<file path="src/design/sr_io_pkg.sv">
// ============================================================================
// sr_io_pkg
// types and constants shared by the shift-register i/o refresh block
// ============================================================================
package sr_io_pkg;

    typedef enum logic [1:0] {
        CMD_NONE  = 2'd0,
        CMD_WRITE = 2'd1,
        CMD_MASK  = 2'd2,
        CMD_START = 2'd3
    } cmd_t;

    localparam int PHASE_W = 6;
    typedef logic [PHASE_W-1:0] phase_t;

    // phase schedule landmarks
    localparam phase_t PH_IDLE      = 6'd0;
    localparam phase_t PH_LOAD_LAST = 6'd3;
    localparam phase_t PH_LOAD_CLK  = 6'd2;
    localparam phase_t PH_IN_FIRST  = 6'd4;
    localparam phase_t PH_IN_LAST   = 6'd19;
    localparam phase_t PH_COMPARE   = 6'd20;
    localparam phase_t PH_OUT_FIRST = 6'd21;
    localparam phase_t PH_OUT_LAST  = 6'd36;
    localparam phase_t PH_OUT_HOLD  = 6'd37;
    localparam phase_t PH_LATCH     = 6'd38;
    localparam phase_t PH_LAST      = 6'd39;

    typedef struct packed {
        cmd_t       cmd;
        logic       di;
        logic [7:0] out_byte;
        logic [7:0] out_mask;
        logic       bit_value;
    } req_t;

    typedef struct packed {
        logic       load_n;
        logic       in_clk;
        logic       out_clk;
        logic       out_data;
        logic       latch;
        logic [7:0] input_byte;
        logic       inputs_changed;
        logic       busy_res;
    } rsp_t;

    typedef struct packed {
        phase_t     phase;
        logic [7:0] in_shift;
        logic [7:0] in_image;
        logic [7:0] out_image;
        logic [7:0] out_snap;
    } seq_state_t;

endpackage

</file>
<file path="src/design/sr_io_step.sv">
// ============================================================================
// sr_io_step
// one sequencer phase: applies the host command and executes the pin phase
// ============================================================================
module sr_io_step (
    input  sr_io_pkg::seq_state_t cur,
    input  sr_io_pkg::req_t       req,
    output sr_io_pkg::seq_state_t nxt,
    output sr_io_pkg::rsp_t       rsp
);
    import sr_io_pkg::*;

    logic [7:0] img;
    phase_t     p;
    phase_t     off_in;
    phase_t     off_out;
    logic [2:0] in_bit;
    logic [2:0] out_bit;

    always_comb
    begin
        // host write lands before the phase action
        unique case (req.cmd)
            CMD_WRITE: img = req.out_byte;
            CMD_MASK:  img = req.bit_value ? (cur.out_image | req.out_mask)
                                           : (cur.out_image & ~req.out_mask);
            default:   img = cur.out_image;
        endcase

        p = (cur.phase > PH_LAST) ? PH_IDLE : cur.phase;
        if (p == PH_IDLE && req.cmd == CMD_START)
        begin
            p = 6'd1;
        end

        off_in  = p - PH_IN_FIRST;
        off_out = p - PH_OUT_FIRST;
        in_bit  = off_in[3:1];
        out_bit = ~off_out[3:1];

        nxt           = cur;
        nxt.out_image = img;
        nxt.phase     = p;

        rsp                = '0;
        rsp.load_n         = 1'b1;

        if (p != PH_IDLE)
        begin
            rsp.busy_res = 1'b1;
            if (p <= PH_LOAD_LAST)
            begin
                rsp.load_n = 1'b0;
                rsp.in_clk = (p == PH_LOAD_CLK);
            end
            else if (p <= PH_IN_LAST)
            begin
                if (!off_in[0])
                begin
                    nxt.in_shift[in_bit] = ~req.di;
                end
                else
                begin
                    rsp.in_clk = 1'b1;
                end
            end
            else if (p == PH_COMPARE)
            begin
                rsp.inputs_changed = (cur.in_shift != cur.in_image);
                nxt.in_image       = cur.in_shift;
                nxt.out_snap       = img;
            end
            else if (p <= PH_OUT_LAST)
            begin
                rsp.out_data = cur.out_snap[out_bit];
                rsp.out_clk  = off_out[0];
            end
            else if (p == PH_OUT_HOLD)
            begin
                rsp.out_data = cur.out_snap[0];
            end
            else if (p == PH_LATCH)
            begin
                rsp.out_data = cur.out_snap[0];
                rsp.latch    = 1'b1;
            end
            nxt.phase = (p >= PH_LAST) ? PH_IDLE : p + 6'd1;
        end

        rsp.input_byte = nxt.in_image;
    end

endmodule

</file>
<file path="src/design/shift_register_io_refresh_core.sv">
// ============================================================================
// shift_register_io_refresh_core
// serial i/o expander sequencer: one request beat is one pin phase
// ============================================================================
// path: a request beat is accepted into the input register, and the phase
//   logic then writes its response beat into the response register
// throughput: one beat per cycle, set by the phase update of the sequencer
//   state; a stalled response holds the next beat in the input
//   register and then drops req_ready
// reset: rst_n asynchronous, active low; sequencer idle, all images zero,
//   both stages empty
module shift_register_io_refresh_core (
    input  logic             clk,
    input  logic             rst_n,
    input  logic             req_valid,
    output logic             req_ready,
    input  sr_io_pkg::req_t  req,
    output logic             rsp_valid,
    input  logic             rsp_ready,
    output sr_io_pkg::rsp_t  rsp
);
    import sr_io_pkg::*;

    // input stage
    logic       s1_valid_reg;
    req_t       s1_req_reg;

    // sequencer state and response register
    seq_state_t st_reg;
    seq_state_t st_next;
    rsp_t       rsp_next;
    logic       rsp_valid_reg;
    rsp_t       rsp_reg;

    logic       rsp_free;
    logic       advance;

    // response register is free when empty or being drained this cycle
    assign rsp_free  = !rsp_valid_reg || rsp_ready;
    // the phase is executed as the beat moves from the input register out
    assign advance   = s1_valid_reg && rsp_free;
    assign req_ready = !s1_valid_reg || advance;

    sr_io_step u_step (
        .cur (st_reg),
        .req (s1_req_reg),
        .nxt (st_next),
        .rsp (rsp_next)
    );

    // control and sequencer state
    always_ff @(posedge clk or negedge rst_n)
    begin
        if (!rst_n)
        begin
            s1_valid_reg  <= 1'b0;
            rsp_valid_reg <= 1'b0;
            st_reg        <= '0;
        end
        else
        begin
            if (req_ready)
            begin
                s1_valid_reg <= req_valid;
            end
            if (rsp_free)
            begin
                rsp_valid_reg <= s1_valid_reg;
            end
            if (advance)
            begin
                st_reg <= st_next;
            end
        end
    end

    // payload registers
    always_ff @(posedge clk)
    begin
        if (req_valid && req_ready)
        begin
            s1_req_reg <= req;
        end
        if (advance)
        begin
            rsp_reg <= rsp_next;
        end
    end

    assign rsp_valid = rsp_valid_reg;
    assign rsp       = rsp_reg;

endmodule

</file>
<file path="config.mk">
export PLATFORM = sky130hd
export DESIGN_NAME = shift_register_io_refresh_core
export DESIGN_NICKNAME = d
export VERILOG_FILES = /design/src/design/sr_io_pkg.sv /design/src/design/sr_io_step.sv /design/src/design/shift_register_io_refresh_core.sv
export SDC_FILE = /design/constraint.sdc
export NUM_CORES = 1
export LEC_CHECK = 0
export ABC_AREA = 1
export ABC_CLOCK_PERIOD_IN_PS = 2090
export BUFFER_PORTS_ARGS = -buffer_cell sky130_fd_sc_hd__buf_2
export CAP_MARGIN = 20
export CORE_MARGIN = 2
export CORE_UTILIZATION = 35
export DETAILED_ROUTE_END_ITERATION = 12
export SLEW_MARGIN = 20
export SYNTH_ARGS = -nofsm -noshare
export SYNTH_HDL_FRONTEND = slang
export SYNTH_SLANG_ARGS = --single-unit
</file>
<file path="constraint.sdc">
create_clock -name clk -period 2.09 [get_ports clk]
set_clock_uncertainty 0.2 [all_clocks]
set_input_delay 0.3135 -clock clk [delete_from_list [all_inputs] [get_ports clk]]
set_output_delay 0.3135 -clock clk [all_outputs]
set_load 0.01 [all_outputs]
</file>
==> impl_metrics.env, run 1 <==
export IMPL_post_route_period_util_pct=103
export IMPL_utilization_pct=46.2
export IMPL_synth_cells=370
export IMPL_power_density_nw_per_um2=1230
export IMPL_crit_fanout=4
export IMPL_worst_pin_slew_ns=0.534
export IMPL_io_buffers=40
export IMPL_die_h_um=105
export IMPL_placed_cell_area_um2=4030
export IMPL_cp_required_ns=1.98
export IMPL_cts_max_level=3
export IMPL_detail_route_antenna_nets=0
export IMPL_ys_types=37
export IMPL_mostFrequentLayoutCells="nand2_1, inv_1, buf_2"
export IMPL_overflow=0
export IMPL_grt_pass1_vias=2620
export IMPL_antenna_found_initial=0
export IMPL_fin_crit_ns=2.16
export IMPL_avgSynthCellArea_um2=9.59
export IMPL_initial_core_util_pct=36.1
export IMPL_area_growth_pct=27.9
export IMPL_start_kind="register"
export IMPL_multi_input_area_um2=1320
export IMPL_ys_ff_latch=75
export IMPL_path_class="reg2reg"
export IMPL_cts_tree="built"
export IMPL_grtUsageTotal_pct=13.5
export IMPL_yosysWarnings=0
export IMPL_hold_class="in2reg"
export IMPL_violations="setup timing"
export IMPL_clock_sinks=75
export IMPL_synth_area_um2=3550
export IMPL_wirelength_um=7050
export IMPL_finalNonFillerCells=595
export IMPL_fin_nets=484
export IMPL_drv_cap=0
export IMPL_grt_pass1_wl_um=11900
export IMPL_rows=36
export IMPL_status="complete, but fails checks"
export IMPL_fillers=965
export IMPL_holdWs_ns=0.0525
export IMPL_cts_buffer_depth=2
export IMPL_clock_latency_ns=0.34
export IMPL_cts_inserted_buffers=9
export IMPL_rsz0062_at_grt="true"
export IMPL_irDropWorstVdd_uv=519
export IMPL_clkTransAtPathRegs_ns=0.08
export IMPL_end_kind="register"
export IMPL_drive_gt1_share_pct=27.1
export IMPL_via_per_inst=4.55
export IMPL_dpl_hpwl_um=4770
export IMPL_drtIter0Drc=56
export IMPL_vias=2705
export IMPL_drv_slew=0
export IMPL_max_slew_margin_pct=64.4
export IMPL_final_seq_area_um2=2050
export IMPL_antenna_cells=0
export IMPL_drc=0
export IMPL_layout_commonest_cell="nand2_1"
export IMPL_fmax_mhz=463
export IMPL_setup_slack_ns=-0.0682
export IMPL_cts_root_buf="clkbuf_8"
export IMPL_hold_viol_final=0
export IMPL_drt_pass1_iterations=4
export IMPL_cp_arrival_ns=2.05
export IMPL_grt_max_degree=41
export IMPL_synth_seq_area_share_pct=57.8
export IMPL_setup_viol=1
export IMPL_postLayoutCellArea_um2=4540
export IMPL_place_inst=553
export IMPL_dieArea_um2=11000
export IMPL_p_leak_uw=0.00206
export IMPL_gp_congestion=0.865
export IMPL_pin_count=41
export IMPL_syn_num_nets=397
export IMPL_dieWidth_um=105
export IMPL_routedWlPerCell_um=11.9
export IMPL_setup_tns_ns=-0.0682
export IMPL_coreArea_um2=9820
[synthesized netlist by cell type, drive strengths merged]
cell type / number / area [um^2]
a21oi: 15 / 75.1
a22oi: 8 / 60.1
a31oi: 2 / 12.5
buf: 4 / 35.0
clkbuf: 8 / 31.3
clkinv: 2 / 8.75
dfrtp: 40 / 1000
edfxtp: 35 / 1050
ha: 3 / 37.5
inv: 45 / 171
nand2: 99 / 417
nand3: 15 / 87.6
nand3b: 1 / 7.51
nand4: 2 / 12.5
nor2: 18 / 91.3
nor3: 1 / 5.00
nor4: 2 / 12.5
o211ai: 1 / 7.51
o21ai: 57 / 327
o21bai: 1 / 7.51
o22ai: 2 / 12.5
xor2: 9 / 78.8
[layout make-up]
| cell class | instances | area share, % |
|---|---|---|
| tap | 133 | 3.67 |
| clock inverter | 6 | 1.43 |
| clock buffer | 10 | 2.81 |
| sequential | 75 | 45.3 |
| timing repair buffer | 87 | 13.8 |
| multi-input combinational | 237 | 29.1 |
| inverter | 47 | 4.00 |
[worst max-delay path, cell delays in order (launching register included)]
cell and delay (ns):
dfrtp_2 0.45, inv_1 0.06, nor2_1 0.05, a21oi_1 0.20, nand2_1 0.14, inv_2 0.09
nand2_4 0.06, nand3_4 0.08, clkinv_2 0.10, o21ai_1 0.21, nand3_1 0.12, nand3_1 0.09
a21oi_1 0.06
[worst paths after layout]
check,cells after the start,start,end,slack [ns]
worst max-delay path,12,st_reg[36]$_DFFE_PN0P_,rsp[11]$_SDFFCE_PP0P_,-0.07
worst min-delay path,4,rsp_ready,rsp_valid$_DFFE_PN0P_,0.05
worst max register to register,12,st_reg[36]$_DFFE_PN0P_,rsp[11]$_SDFFCE_PP0P_,-0.07
worst min register to register,2,st_reg[5]$_DFFE_PN0P_,st_reg[5]$_DFFE_PN0P_,0.32
max in group asynchronous,3,rst_n,st_reg[36]$_DFFE_PN0P_,0.91
min in group asynchronous,3,rst_n,st_reg[21]$_DFFE_PN0P_,0.37
[logic make-up (layout without fill, tap and decap cells)]
group	after synthesis	in the layout	share of synthesized area [%]
simple gates	138	139	17.8
fa+ha+maj	3	3	1.06
flops	75	75	57.8
compound gates	86	86	14.1
xor+xnor	9	9	2.22
buf+inv	59	150	6.94
[metal layers]
metal	global-route usage (%)	wire length, um	up-vias	share of wire [%]
met3	3.12	240	11	3.4
met2	23.5	3500	54	50
met1	16.4	3210	1237	45
met5	0	0	-	0
met4	4.38	106	0	1.5
li1	-	-	1403	-
[where the power goes]
group	leakage, uW	internal, uW	switching, uW
clock	0.0000966	554	529
sequential	0.000846	1990	250
combinational	0.00112	915	1330
[timing repair]
action	CTS	global route
pin swaps	1	6
buffers inserted	1	2
gates resized for setup	5	22
hold endpoints to repair	61	0
cloned	0	1
hold buffers	22	0
endpoints found under the setup margin	7	39
[per-stage QoR]
step / worst slack (ns) / total power [uW]
6_report: -0.0682 / 5570
5_1_grt: -0.166 / 5980
4_1_cts: -0.0426 / 5440
3_5_place_dp: -0.0753 / 4280
3_3_place_gp: -0.0328 / 4250
2_1_floorplan: 0.0315 / 3560
Note: power is estimated with default switching activity, not from simulation.
==> inputs of run 2 (changes only) <==
--- a/config.mk
+++ b/config.mk
@@ -12,6 +12,7 @@
 export CORE_MARGIN = 2
 export CORE_UTILIZATION = 35
 export DETAILED_ROUTE_END_ITERATION = 12
+export MAX_ROUTING_LAYER = met4
 export SLEW_MARGIN = 20
 export SYNTH_ARGS = -nofsm -noshare
 export SYNTH_HDL_FRONTEND = slang
==> impl_metrics.env, run 2 (synthesis results as in run 1) <==
export IMPL_pin_count=41
export IMPL_finalNonFillerCells=601
export IMPL_worst_pin_slew_ns=0.519
export IMPL_top_usage_layer="met2"
export IMPL_fin_crit_ns=2.13
export IMPL_drtIter0Drc=102
export IMPL_die_h_um=105
export IMPL_holdPathStages=4
export IMPL_mostFrequentLayoutCells="nand2_1, inv_1, buf_2"
export IMPL_drv_cap=0
export IMPL_fin_nets=490
export IMPL_drc=0
export IMPL_cts_max_level=3
export IMPL_status="complete, but fails checks"
export IMPL_hold_viol_final=0
export IMPL_detail_route_antenna_nets=0
export IMPL_grt_pass1_vias=2615
export IMPL_use_met2_pct=23.3
export IMPL_cts_buffer_depth=2
export IMPL_clock_latency_ns=0.35
export IMPL_postLayoutCellArea_um2=4710
export IMPL_holdPathEnd="rsp_valid$_DFFE_PN0P_"
export IMPL_cp_required_ns=1.99
export IMPL_crit_fanout=8
export IMPL_hold_class="in2reg"
export IMPL_met1_usage_pct=16.4
export IMPL_antenna_cells=0
export IMPL_dpl_hpwl_um=4800
export IMPL_grt_pass1_wl_um=11900
export IMPL_cts_root_buf="clkbuf_8"
export IMPL_setup_viol=12
export IMPL_use_met3_pct=5.30
export IMPL_dieWidth_um=105
export IMPL_max_slew_margin_pct=65.4
export IMPL_violations="setup timing"
export IMPL_r2r_setup_slack_ns=-0.04
export IMPL_grt_max_degree=41
export IMPL_hp_start="rsp_ready"
export IMPL_rows=36
export IMPL_overflow=0
export IMPL_io_buffers=40
export IMPL_setup_slack_ns=-0.0361
export IMPL_p_leak_uw=0.00216
export IMPL_initial_core_util_pct=36.1
export IMPL_clkTransAtPathRegs_ns=0.08
export IMPL_gp_congestion=0.891
export IMPL_r2r_start="st_reg[35]$_DFFE_PN0P_"
export IMPL_dieArea_um2=11000
export IMPL_place_ws_ns=-0.0459
export IMPL_r2r_cells=12
export IMPL_post_route_period_util_pct=102
export IMPL_worstReg2RegEnd="rsp[9]$_DFFE_PP_"
export IMPL_vias=2704
export IMPL_layout_commonest_cell="nand2_1"
export IMPL_drv_slew=0
export IMPL_wirelength_um=7160
export IMPL_placed_cell_area_um2=4040
export IMPL_end_kind="register"
export IMPL_via_per_inst=4.50
export IMPL_drive_gt1_share_pct=29.1
export IMPL_rsz0062_at_grt="true"
export IMPL_drt_pass1_iterations=5
export IMPL_routedWlPerCell_um=11.9
export IMPL_fmax_mhz=470
export IMPL_cts_inserted_buffers=9
export IMPL_coreArea_um2=9820
export IMPL_grtUsageTotal_pct=14.2
export IMPL_antenna_found_initial=0
export IMPL_area_growth_pct=32.7
export IMPL_clock_sinks=75
export IMPL_power_density_nw_per_um2=1240
export IMPL_place_inst=555
export IMPL_cts_tree="built"
export IMPL_path_class="reg2reg"
export IMPL_cp_arrival_ns=2.03
export IMPL_start_kind="register"
export IMPL_irDropWorstVdd_uv=538
[run 2: worst max path at each step]
| stage | startpoint | to | slack, ns | cells past startpoint |
|---|---|---|---|---|
| 6_report | st_reg[35]$_DFFE_PN0P_ | rsp[9]$_DFFE_PP_ | -0.04 | 12 |
| 2_1_floorplan | st_reg[35]$_DFFE_PN0P_ | rsp[9]$_DFFE_PP_ | 0.03 | 11 |
| 4_1_cts | st_reg[36]$_DFFE_PN0P_ | st_reg[21]$_DFFE_PN0P_ | -0.01 | 14 |
| 5_1_grt | st_reg[35]$_DFFE_PN0P_ | st_reg[16]$_DFFE_PN0P_ | -0.12 | 15 |
| 3_3_place_gp | st_reg[35]$_DFFE_PN0P_ | st_reg[35]$_DFFE_PN0P_ | -0.03 | 7 |
| 3_5_place_dp | st_reg[35]$_DFFE_PN0P_ | rsp[11]$_SDFFCE_PP0P_ | -0.05 | 13 |
[run 2: power by group]
group	leakage (uW)	switching, uW	internal (uW)
logic	0.00121	1390	1080
clock network	0.0000991	527	578
registers	0.000847	276	1990
[run 2: stage by stage]
step,utilization [%],TNS (ns),power (uW),hold WS (ns)
6_report,48.0,-0.247,5850,0.0229
5_1_grt,48.0,-2.10,6300,0.0338
4_1_cts,45.5,-0.0314,5510,0.00682
3_5_place_dp,41.2,-0.164,4310,0.217
3_3_place_gp,41.2,-0.0338,4300,0.216
2_1_floorplan,-,0,3560,-0.182
[run 2: layer usage]
metal  vias to the layer above  share of wire (%)
li1                       1418                  -
met1                      1220                 45
met2                        56                 49
met3                        10                3.9
met4                         0                1.5
met5                         -                  0
[run 2: final cells by class]
cell class	instances	area, um^2
clock inverter	5	52.6
fill	959	5110
sequential	75	2050
clock buffer	11	141
timing repair buffer	93	699
tap	133	166
multi-input combinational	237	1410
inverter	47	189
[run 2: critical path: stages, from the launching register on]
cell and delay, ns:
dfrtp_1 0.42, o21ai_4 0.20, buf_12 0.14, nand2_8 0.06, nand2_2 0.07, nor2_2 0.04, nand2_4 0.06, nand3_4 0.08
inv_4 0.08, nand2_4 0.06, nor2_8 0.17, clkbuf_16 0.22, o21ai_4 0.06
[run 2: what timing repair did]
item / 4_1_cts / 5_1_grt
pin swaps: 2 / 11
hold endpoints to repair: 61 / 0
gates cloned: 0 / 2
hold buffers: 22 / 0
buffers inserted: 0 / 6
setup endpoints to repair: 13 / 37
gates resized for setup: 7 / 48
